### src/rtl/rna_pkg.sv
// Shared types, constants and helpers for the radix number to ASCII converter.
package rna_pkg;

  localparam int MAX_DIGITS = 32;
  localparam int VAL_W      = 32;
  localparam int FUNC_W     = 3;
  localparam int CNT_W      = 6;
  localparam int CHAR_W     = 7;
  localparam int DIG_W      = 4;
  localparam int IDX_W      = (MAX_DIGITS > 1) ? $clog2(MAX_DIGITS) : 1;
  localparam int STEP_W     = $clog2(VAL_W);

  localparam logic [CHAR_W-1:0] CHAR_LETTER = 7'd55;
  localparam logic [CHAR_W-1:0] CHAR_DIGIT  = 7'd48;
  localparam logic [CHAR_W-1:0] CHAR_MINUS  = 7'd45;
  localparam logic [CHAR_W-1:0] CHAR_PLUS   = 7'd43;

  typedef enum logic [FUNC_W-1:0] {
    FUNC_BIN  = 3'd0,
    FUNC_OCT  = 3'd1,
    FUNC_DEC  = 3'd2,
    FUNC_HEX  = 3'd3,
    FUNC_SDEC = 3'd4
  } func_t;

  typedef enum logic [1:0] {
    BASE_2  = 2'd0,
    BASE_8  = 2'd1,
    BASE_10 = 2'd2,
    BASE_16 = 2'd3
  } base_t;

  typedef logic [MAX_DIGITS-1:0][DIG_W-1:0] digit_row_t;

  typedef struct packed {
    logic             is_signed;
    logic             neg;
    logic [CNT_W-1:0] n;
  } job_t;

  typedef struct packed {
    logic busy;
    logic full;
  } conv_stat_t;

  typedef struct packed {
    logic active;
  } emit_stat_t;

  function automatic logic [DIG_W:0] base_value(input base_t b);
    logic [DIG_W:0] v;
    case (b)
      BASE_2:  v = 5'd2;
      BASE_8:  v = 5'd8;
      BASE_10: v = 5'd10;
      BASE_16: v = 5'd16;
      default: v = 5'd2;
    endcase
    return v;
  endfunction

  function automatic logic [CHAR_W-1:0] digit_char(input logic [DIG_W-1:0] d);
    logic [CHAR_W-1:0] c;
    if (d > 4'd9) begin
      c = CHAR_W'(d) + CHAR_LETTER;
    end else begin
      c = CHAR_W'(d) + CHAR_DIGIT;
    end
    return c;
  endfunction

endpackage

### src/rtl/rna_if.sv
// Valid/ready channel interfaces for the input word and the character word.
interface rna_in_if;
  logic                         valid;
  logic                         ready;
  logic [rna_pkg::FUNC_W-1:0]   func;
  logic [rna_pkg::CNT_W-1:0]    digit_count;
  logic [rna_pkg::VAL_W-1:0]    value;

  modport source(output valid, func, digit_count, value, input ready);
  modport sink(input valid, func, digit_count, value, output ready);
endinterface

interface rna_out_if;
  logic                         valid;
  logic                         ready;
  logic [rna_pkg::CHAR_W-1:0]   char_out;
  logic                         last;

  modport source(output valid, char_out, last, input ready);
  modport sink(input valid, char_out, last, output ready);
endinterface

### src/rtl/rna_cell.sv
// One digit cell: doubles its digit, adds the carry in, reduces modulo the base.
module rna_cell (
  input  logic                      clk,
  input  logic                      clr,
  input  logic                      en,
  input  rna_pkg::base_t            base,
  input  logic                      cin,
  output logic                      cout,
  output logic [rna_pkg::DIG_W-1:0] digit
);

  logic [rna_pkg::DIG_W-1:0] d_r;
  logic [rna_pkg::DIG_W-1:0] d_nxt;
  logic [rna_pkg::DIG_W:0]   bv;
  logic [rna_pkg::DIG_W:0]   wide;
  logic [rna_pkg::DIG_W:0]   red;
  logic                      ge;

  // even base: overflow depends only on the digit, so carries never ripple
  always_comb begin
    bv    = rna_pkg::base_value(base);
    wide  = {d_r, cin};
    ge    = {1'b0, d_r} >= (bv >> 1);
    red   = ge ? (wide - bv) : wide;
    d_nxt = red[rna_pkg::DIG_W-1:0];
  end

  always_ff @(posedge clk) begin
    if (clr) begin
      d_r <= '0;
    end else if (en) begin
      d_r <= d_nxt;
    end
  end

  assign cout  = ge;
  assign digit = d_r;

endmodule

### src/rtl/rna_conv.sv
// Converter: feeds the value MSB first into a row of digit cells.
module rna_conv (
  input  logic                  clk,
  input  logic                  rst_n,
  rna_in_if.sink                in_word,
  input  logic                  take,
  output rna_pkg::conv_stat_t   stat,
  output rna_pkg::job_t         job,
  output rna_pkg::digit_row_t   digits
);

  logic                        busy_r, busy_nxt;
  logic                        full_r, full_nxt;
  logic [rna_pkg::STEP_W-1:0]  step_r, step_nxt;
  logic [rna_pkg::VAL_W-1:0]   sh_r, sh_nxt;
  rna_pkg::base_t              base_r, base_nxt;
  rna_pkg::job_t               job_r, job_nxt;

  rna_pkg::func_t              func;
  rna_pkg::base_t              base_sel;
  logic                        job_ok;
  logic                        sgn;
  logic                        neg;
  logic [rna_pkg::CNT_W-1:0]   n_clamp;
  logic [rna_pkg::VAL_W-1:0]   mag;
  logic                        accept;
  logic                        start;
  logic [rna_pkg::MAX_DIGITS:0] carry;

  always_comb begin
    func     = rna_pkg::func_t'(in_word.func);
    base_sel = rna_pkg::BASE_10;
    job_ok   = 1'b0;
    sgn      = 1'b0;
    n_clamp  = (in_word.digit_count > rna_pkg::CNT_W'(rna_pkg::MAX_DIGITS)) ?
               rna_pkg::CNT_W'(rna_pkg::MAX_DIGITS) : in_word.digit_count;
    case (func)
      rna_pkg::FUNC_BIN: begin
        base_sel = rna_pkg::BASE_2;
        job_ok   = n_clamp != '0;
      end
      rna_pkg::FUNC_OCT: begin
        base_sel = rna_pkg::BASE_8;
        job_ok   = n_clamp != '0;
      end
      rna_pkg::FUNC_DEC: begin
        base_sel = rna_pkg::BASE_10;
        job_ok   = n_clamp != '0;
      end
      rna_pkg::FUNC_HEX: begin
        base_sel = rna_pkg::BASE_16;
        job_ok   = n_clamp != '0;
      end
      rna_pkg::FUNC_SDEC: begin
        base_sel = rna_pkg::BASE_10;
        job_ok   = 1'b1;
        sgn      = 1'b1;
      end
      default: begin
        job_ok = 1'b0;
      end
    endcase
    neg = sgn && in_word.value[rna_pkg::VAL_W-1];
    mag = neg ? (rna_pkg::VAL_W'(0) - in_word.value) : in_word.value;
  end

  assign in_word.ready = !busy_r && (!full_r || take);
  assign accept        = in_word.valid && in_word.ready;
  // unknown modes and empty unsigned words are consumed without output
  assign start         = accept && job_ok;

  always_comb begin
    busy_nxt = busy_r;
    full_nxt = full_r;
    step_nxt = step_r;
    sh_nxt   = sh_r;
    base_nxt = base_r;
    job_nxt  = job_r;
    if (take) begin
      full_nxt = 1'b0;
    end
    if (start) begin
      busy_nxt = 1'b1;
      step_nxt = '0;
      sh_nxt   = mag;
      base_nxt = base_sel;
      job_nxt  = '{is_signed: sgn, neg: neg, n: n_clamp};
    end else if (busy_r) begin
      sh_nxt   = sh_r << 1;
      step_nxt = step_r + 1'b1;
      if (step_r == rna_pkg::STEP_W'(rna_pkg::VAL_W - 1)) begin
        busy_nxt = 1'b0;
        full_nxt = 1'b1;
      end
    end
  end

  always_ff @(posedge clk) begin
    if (!rst_n) begin
      busy_r <= 1'b0;
      full_r <= 1'b0;
    end else begin
      busy_r <= busy_nxt;
      full_r <= full_nxt;
    end
  end

  always_ff @(posedge clk) begin
    step_r <= step_nxt;
    sh_r   <= sh_nxt;
    base_r <= base_nxt;
    job_r  <= job_nxt;
  end

  assign carry[0] = sh_r[rna_pkg::VAL_W-1];

  for (genvar k = 0; k < rna_pkg::MAX_DIGITS; k++) begin : g_cell
    rna_cell u_cell (
      .clk   (clk),
      .clr   (start),
      .en    (busy_r),
      .base  (base_r),
      .cin   (carry[k]),
      .cout  (carry[k+1]),
      .digit (digits[k])
    );
  end

  assign stat = '{busy: busy_r, full: full_r};
  assign job  = job_r;

endmodule

### src/rtl/rna_emit.sv
// Emitter: holds a finished digit row and sends it out one character per cycle while the receiver is ready.
module rna_emit (
  input  logic                 clk,
  input  logic                 rst_n,
  input  logic                 full,
  input  rna_pkg::job_t        job,
  input  rna_pkg::digit_row_t  digits,
  output logic                 take,
  output rna_pkg::emit_stat_t  stat,
  rna_out_if.source            out_word
);

  logic                        active_r, active_nxt;
  logic                        sign_r, sign_nxt;
  logic                        none_r, none_nxt;
  logic                        neg_r, neg_nxt;
  logic [rna_pkg::IDX_W-1:0]   pos_r, pos_nxt;
  rna_pkg::digit_row_t         digs_r, digs_nxt;
  logic                        ov_r, ov_nxt;
  logic [rna_pkg::CHAR_W-1:0]  oc_r, oc_nxt;
  logic                        ol_r, ol_nxt;

  logic                        adv;
  logic [rna_pkg::CHAR_W-1:0]  ch;
  logic                        lst;

  assign take = full && !active_r;
  assign adv  = active_r && (!ov_r || out_word.ready);

  always_comb begin
    if (sign_r) begin
      ch  = neg_r ? rna_pkg::CHAR_MINUS : rna_pkg::CHAR_PLUS;
      lst = none_r;
    end else begin
      ch  = rna_pkg::digit_char(digs_r[pos_r]);
      lst = pos_r == '0;
    end
  end

  always_comb begin
    active_nxt = active_r;
    sign_nxt   = sign_r;
    none_nxt   = none_r;
    neg_nxt    = neg_r;
    pos_nxt    = pos_r;
    digs_nxt   = digs_r;
    ov_nxt     = ov_r;
    oc_nxt     = oc_r;
    ol_nxt     = ol_r;
    if (take) begin
      active_nxt = 1'b1;
      sign_nxt   = job.is_signed;
      none_nxt   = job.n == '0;
      neg_nxt    = job.neg;
      pos_nxt    = rna_pkg::IDX_W'(job.n - 1'b1);
      digs_nxt   = digits;
    end
    if (adv) begin
      ov_nxt = 1'b1;
      oc_nxt = ch;
      ol_nxt = lst;
      if (sign_r) begin
        sign_nxt = 1'b0;
        if (none_r) begin
          active_nxt = 1'b0;
        end
      end else if (pos_r == '0) begin
        active_nxt = 1'b0;
      end else begin
        pos_nxt = pos_r - 1'b1;
      end
    end else if (out_word.ready) begin
      ov_nxt = 1'b0;
    end
  end

  always_ff @(posedge clk) begin
    if (!rst_n) begin
      active_r <= 1'b0;
      ov_r     <= 1'b0;
    end else begin
      active_r <= active_nxt;
      ov_r     <= ov_nxt;
    end
  end

  always_ff @(posedge clk) begin
    sign_r <= sign_nxt;
    none_r <= none_nxt;
    neg_r  <= neg_nxt;
    pos_r  <= pos_nxt;
    digs_r <= digs_nxt;
    oc_r   <= oc_nxt;
    ol_r   <= ol_nxt;
  end

  assign out_word.valid    = ov_r;
  assign out_word.char_out = oc_r;
  assign out_word.last     = ol_r;
  assign stat              = '{active: active_r};

endmodule

### src/rtl/radix_number_to_ascii.sv
// Top level of the radix number to ASCII converter.
//
// in_word carries a mode (func), a digit count and a 32-bit value; out_word
// returns one ASCII character per word, most significant digit first, with
// last set on the final character. Signed decimal mode sends '+' or '-'
// before the digits. Counts above 32 act as 32; unknown modes and unsigned
// words with a zero count are consumed and produce nothing.
// The converter shifts the value one bit per cycle into a row of 32 digit
// cells. While a finished row is being sent out, the next word is already
// converting; a new word is taken only when the converter is idle and any
// finished row it holds is being taken by the emitter.
// A stalled receiver holds the character in the output register; the
// emitter and then the converter fill up and in_word.ready drops.
// Synchronous reset empties both stages; no word is in flight afterwards.
module radix_number_to_ascii (
  input  logic        clk,
  input  logic        rst_n,
  rna_in_if.sink      in_word,
  rna_out_if.source   out_word
);

  rna_pkg::conv_stat_t  conv_stat;
  rna_pkg::emit_stat_t  emit_stat;
  rna_pkg::job_t        job;
  rna_pkg::digit_row_t  digits;
  logic                 take;

  rna_conv u_conv (
    .clk     (clk),
    .rst_n   (rst_n),
    .in_word (in_word),
    .take    (take),
    .stat    (conv_stat),
    .job     (job),
    .digits  (digits)
  );

  rna_emit u_emit (
    .clk      (clk),
    .rst_n    (rst_n),
    .full     (conv_stat.full),
    .job      (job),
    .digits   (digits),
    .take     (take),
    .stat     (emit_stat),
    .out_word (out_word)
  );

`ifndef SYNTH
  a_accept_idle: assert property (@(posedge clk) disable iff (!rst_n)
    (in_word.valid && in_word.ready) |-> !conv_stat.busy)
    else $error("word accepted while converting");

  a_busy_full_excl: assert property (@(posedge clk) disable iff (!rst_n)
    !(conv_stat.busy && conv_stat.full))
    else $error("converter busy and full at once");

  a_row_held: assert property (@(posedge clk) disable iff (!rst_n)
    (conv_stat.full && !take) |=> conv_stat.full)
    else $error("finished row lost before hand-off");

  a_take_idle: assert property (@(posedge clk) disable iff (!rst_n)
    take |=> (emit_stat.active && !conv_stat.full) || conv_stat.busy || emit_stat.active)
    else $error("hand-off did not start emitter");
`endif

endmodule

### src/flat_wrapper.sv
// flat-port wrapper written by rule: the top's interface ports become plain ports
module radix_number_to_ascii_flat 
  (clk, rst_n, in_word_valid, in_word_func, in_word_digit_count, in_word_value, in_word_ready, out_word_valid, out_word_char_out, out_word_last, out_word_ready);
  rna_in_if in_word_i ();
  rna_out_if out_word_i ();
  input  logic clk;
  input  logic rst_n;
  input wire logic [$bits(in_word_i.valid)-1:0] in_word_valid;
  input wire logic [$bits(in_word_i.func)-1:0] in_word_func;
  input wire logic [$bits(in_word_i.digit_count)-1:0] in_word_digit_count;
  input wire logic [$bits(in_word_i.value)-1:0] in_word_value;
  output wire logic [$bits(in_word_i.ready)-1:0] in_word_ready;
  output wire logic [$bits(out_word_i.valid)-1:0] out_word_valid;
  output wire logic [$bits(out_word_i.char_out)-1:0] out_word_char_out;
  output wire logic [$bits(out_word_i.last)-1:0] out_word_last;
  input wire logic [$bits(out_word_i.ready)-1:0] out_word_ready;
  assign in_word_i.valid = in_word_valid;
  assign in_word_i.func = in_word_func;
  assign in_word_i.digit_count = in_word_digit_count;
  assign in_word_i.value = in_word_value;
  assign in_word_ready = in_word_i.ready;
  assign out_word_valid = out_word_i.valid;
  assign out_word_char_out = out_word_i.char_out;
  assign out_word_last = out_word_i.last;
  assign out_word_i.ready = out_word_ready;
  radix_number_to_ascii u_core (.clk(clk), .rst_n(rst_n), .in_word(in_word_i), .out_word(out_word_i));
endmodule
### config.mk
export PLATFORM = sky130hd
export DESIGN_NAME = radix_number_to_ascii_flat
export DESIGN_NICKNAME = d
export VERILOG_FILES = /design/src/rtl/rna_pkg.sv /design/src/rtl/rna_if.sv /design/src/rtl/rna_cell.sv /design/src/rtl/rna_conv.sv /design/src/rtl/rna_emit.sv /design/src/rtl/radix_number_to_ascii.sv /design/src/flat_wrapper.sv
export SDC_FILE = /design/constraint.sdc
export NUM_CORES = 1
export LEC_CHECK = 0
export ABC_AREA = 1
export CELL_PAD_IN_SITES_DETAIL_PLACEMENT = 0
export CELL_PAD_IN_SITES_GLOBAL_PLACEMENT = 1
export CORE_AREA = 2 2 184 186
export CTS_CLUSTER_SIZE = 20
export DETAILED_ROUTE_END_ITERATION = 8
export DIE_AREA = 0 0 186 188
export DONT_BUFFER_PORTS = 1
export PLACE_DENSITY_LB_ADDON = 0.15
export SYNTH_ARGS = -nofsm -noshare
export SYNTH_HDL_FRONTEND = slang
export SYNTH_SLANG_ARGS = --single-unit
### constraint.sdc
create_clock -name clk -period 10.2 [get_ports clk]
set_clock_uncertainty 0.2 [all_clocks]
set_input_delay 0 -clock clk [delete_from_list [all_inputs] [get_ports clk]]
set_output_delay 0 -clock clk [all_outputs]
set_load 0.03 [all_outputs]
==> load_flow_metrics.sql <==
INSERT INTO impl_metrics (metric_group, metric, value, unit) VALUES
('floorplan', 'core_area', '33110', 'µm²'),
('sta', 'post-route-period-util', '41.15', '%'),
('worst_setup_path', 'end_kind', 'flop', ''),
('final_layout', 'seqCellArea', '8270', 'µm²'),
('placement', 'placed_cells_incl_taps', '2424', ''),
('floorplan', 'initial_core_util', '52.26', '%'),
('routing', 'antenna_violating_nets_post_route', '0', ''),
('routing', 'drt_pass1_iterations', '6', ''),
('routing', 'detailed_route_via_count', '13730', ''),
('floorplan', 'num_rows', '67', ''),
('clock_tree', 'postCtsHoldBufs', '86', ''),
('worst_setup_path', 'timing_worst_setup_path_type', 'flop to flop', ''),
('synthesis', 'register_area_share_after_synthesis', '47.78', '%'),
('final_layout', 'multiInputGateArea', '7581', 'µm²'),
('synthesis', 'post-synth-top-area-cell', 'sky130_fd_sc_hd__edfxtp_1', ''),
('worst_setup_path', 'crit_required', '10.45', 'ns'),
('sta', 'setup_viol', '0', ''),
('final_layout', 'layout.cells.most_common', 'sky130_fd_sc_hd__nand2_1', ''),
('worst_setup_path', 'r2r-start', 'u_core.u_conv.busy_r$_SDFF_PN0_', ''),
('routing', 'vias_per_cell', '5.325', ''),
('clock_tree', 'cts_root_buffer', 'sky130_fd_sc_hd__clkbuf_16', ''),
('clock_tree', 'clock_latency', '0.52', 'ns'),
('placement', 'gp_congestion', '0.8331', ''),
('worst_hold_path', 'hold_depth', '7', ''),
('routing', 'routed_wirelength', '42.10', 'mm'),
('final_layout', 'layout.cells.most_common_list', 'sky130_fd_sc_hd__nand2_1 (517), sky130_fd_sc_hd__inv_1 (282), sky130_fd_sc_hd__edfxtp_1 (180)', ''),
('final_layout', 'layout.filler_cells', '2922', ''),
('worst_setup_path', 'setup.reg_to_reg.worst_slack', '6.00', 'ns'),
('clock_tree', 'path_clk_slew', '0.06', 'ns'),
('synthesis', 'dominantRegCellSynth', 'sky130_fd_sc_hd__edfxtp_1', ''),
('global_routing', 'pin_count_of_the_biggest_net_entering_global_routing', '86', ''),
('final_layout', 'finalNonFillerCells', '2578', ''),
('synthesis', 'ff_latch_count_synth', '323', ''),
('clock_tree', 'ctsLongestPathBuffers', '3', ''),
('sta', 'tns', '0', 'ns'),
('clock_tree', 'cts_post_setup_buffers_inserted', '0', ''),
('worst_hold_path', 'min_to', 'u_core.u_conv.sh_r[13]$_DFFE_PP_', ''),
('synthesis', 'synth-warning-count', '0', ''),
('synthesis', 'synth_area_per_cell', '8.520', 'µm²'),
('global_routing', 'antenna_violations_before_repair', '0', ''),
('run_status', 'status', 'complete, no violations', ''),
('synthesis', 'syn_inst', '2031', ''),
('floorplan', 'floorplan.die.width', '186', 'µm'),
('synthesis', 'asyncSetResetFlopFracSynth', '0', '%'),
('global_routing', 'first_global_vias', '13420', ''),
('worst_hold_path', 'worstHoldStart', 'in_word_value[12]', ''),
('global_routing', 'grt_remaining_overflow', '0', ''),
('pwr', 'power_density', '244.6', 'nW/µm²'),
('sta', 'timing.final.hold_violations', '0', ''),
('routing', 'drc', '0', ''),
('synthesis', 'post_synth_edffs', '180', ''),
('worst_setup_path', 'critPathLaunchType', 'flop', ''),
('sta', 'drv_slew', '0', ''),
('placement', 'place_hpwl', '26.22', 'mm'),
('synthesis', 'netlist_area', '17300', 'µm²'),
('global_routing', 'grt_first_pass_wirelength', '68.42', 'mm'),
('clock_tree', 'cts_sinks', '323', ''),
('flow_run', 'max_cap_violations', '0', ''),
('pwr', 'p_leak', '9.040', 'nW'),
('sta', 'timing_worst_slew_pin_value', '1.106', 'ns'),
('worst_setup_path', 'worstPathMaxFanout', '85', ''),
('sta', 'grt_setup_unrepaired', 'no', ''),
('final_layout', 'synthToLayoutAreaGrowth', '13.68', '%'),
('placement', 'place.port_buffers', '0', ''),
('clock_tree', 'numCtsBuffers', '37', ''),
('final_layout', 'num-nets-final', '2284', ''),
('routing', 'drt-wirelength-per-cell', '16.33', 'µm'),
('synthesis', 'synthDistinctLibCells', '43', ''),
('global_routing', 'grt_util_all_layers', '24.72', '%'),
('floorplan', 'i_o_pin_total', '55', ''),
('worst_setup_path', 'worst-endpoint-arrival', '4.45', 'ns');
[registers in the layout, summed over array words and instances (netlist names), 2 cells and up]
signal and cells:
u_core.u_conv.job 8, u_core.u_conv.base_r 2, u_core.u_conv.sh_r 32, u_core.u_emit.out_word.char_out 7, u_core.u_emit.digs_r 128, u_core.u_conv.step_r 5
u_core.u_conv.g_cell.u_cell.digit 128, u_core.u_emit.pos_r 5
[worst max-delay path by stage]
stage / from / endpoint / slack (ns) / depth (start not counted)
after floorplan: u_core.u_emit.stat$_SDFF_PN0_ / u_core.u_emit.pos_r[4]$_DFF_P_ / 6.27 / 6
after global placement: u_core.u_conv.busy_r$_SDFF_PN0_ / u_core.u_conv.g_cell[25].u_cell.digit[1]$_SDFFE_PP0P_ / 6.06 / 10
after detailed placement: u_core.u_conv.busy_r$_SDFF_PN0_ / u_core.u_conv.g_cell[2].u_cell.digit[1]$_SDFFE_PP0P_ / 6.00 / 10
after CTS: u_core.u_conv.busy_r$_SDFF_PN0_ / u_core.u_conv.g_cell[2].u_cell.digit[1]$_SDFFE_PP0P_ / 5.98 / 10
after global routing: u_core.u_conv.busy_r$_SDFF_PN0_ / u_core.u_conv.g_cell[6].u_cell.digit[1]$_SDFFE_PP0P_ / 5.65 / 10
final: u_core.u_conv.busy_r$_SDFF_PN0_ / u_core.u_conv.g_cell[22].u_cell.digit[1]$_SDFFE_PP0P_ / 6.00 / 10
[stage by stage]
step / util, % / setup slack (ns) / total power [mW] / hold slack [ns] / instance area, µm²
after detailed placement: 53.16 / 6.003 / 3.486 / -0.1005 / 17600
after CTS: 59.41 / 5.979 / 4.834 / 0.005258 / 19670
final: 59.41 / 6.003 / 4.813 / 0.01262 / 19670
after global placement: 53.16 / 6.058 / 3.433 / -0.1004 / 17600
after global routing: 59.41 / 5.649 / 5.190 / 0.06931 / 19670
after floorplan: - / 6.267 / 3.114 / -0.06163 / 17300
[routing by layer]
layer | global-route usage [%] | part of all wire [%]
met1 | 33.22 | 46
met2 | 41.28 | 46
met3 | 3.127 | 5.0
met4 | 8.086 | 2.9
met5 | 0 | 0
[area by class of cell]
type | count | share of cell area (%)
repair buffers | 99 | 4.872
well taps | 448 | 2.850
clock buffers | 51 | 5.553
inverters | 289 | 5.553
clock inverters | 17 | 0.5915
multi-input cells | 1351 | 38.54
flip-flops and latches | 323 | 42.04
[report_power, final]
group          switching, mW  internal [mW]  leakage [nW]
sequential             0.212           1.69          2.85
combinational          0.992          0.615          5.59
clock                  0.524          0.777         0.604
total                   1.73           3.09          9.04
[cells in the mapped netlist, types with 8 or more instances]
library cell and n:
sky130_fd_sc_hd__xor2_1 48, sky130_fd_sc_hd__a22oi_1 40, sky130_fd_sc_hd__buf_4 10, sky130_fd_sc_hd__o21bai_1 8, sky130_fd_sc_hd__ha_1 138, sky130_fd_sc_hd__clkbuf_1 21, sky130_fd_sc_hd__o211ai_1 27, sky130_fd_sc_hd__nor3_1 14
sky130_fd_sc_hd__nor2_1 111, sky130_fd_sc_hd__nand2_1 518, sky130_fd_sc_hd__o21ai_0 127, sky130_fd_sc_hd__inv_1 283, sky130_fd_sc_hd__edfxtp_1 180, sky130_fd_sc_hd__dfxtp_1 143, sky130_fd_sc_hd__a21oi_1 105, sky130_fd_sc_hd__a211oi_1 26
sky130_fd_sc_hd__nand4_1 29, sky130_fd_sc_hd__nand3_1 122, sky130_fd_sc_hd__buf_2 24
[worst max-delay path, stage by stage (launching register included)]
cell and delay (ns):
sky130_fd_sc_hd__dfxtp_2 0.78, sky130_fd_sc_hd__inv_2 0.14, sky130_fd_sc_hd__nand2_1 0.13, sky130_fd_sc_hd__nor2_1 0.07, sky130_fd_sc_hd__nand2_2 0.06, sky130_fd_sc_hd__buf_4 0.67, sky130_fd_sc_hd__nand2_4 0.50, sky130_fd_sc_hd__inv_4 0.33
sky130_fd_sc_hd__buf_4 0.87, sky130_fd_sc_hd__a22oi_1 0.21, sky130_fd_sc_hd__inv_1 0.10
[kinds of logic after synthesis]
family,after synthesis,share of synthesized area (%)
simple gates,816,19.56
buf+inv,357,8.467
compound gates,344,11.53
flops,323,47.78
fa+ha+maj,138,9.978
xor+xnor,53,2.683
Power figures use the tool's default switching activity.
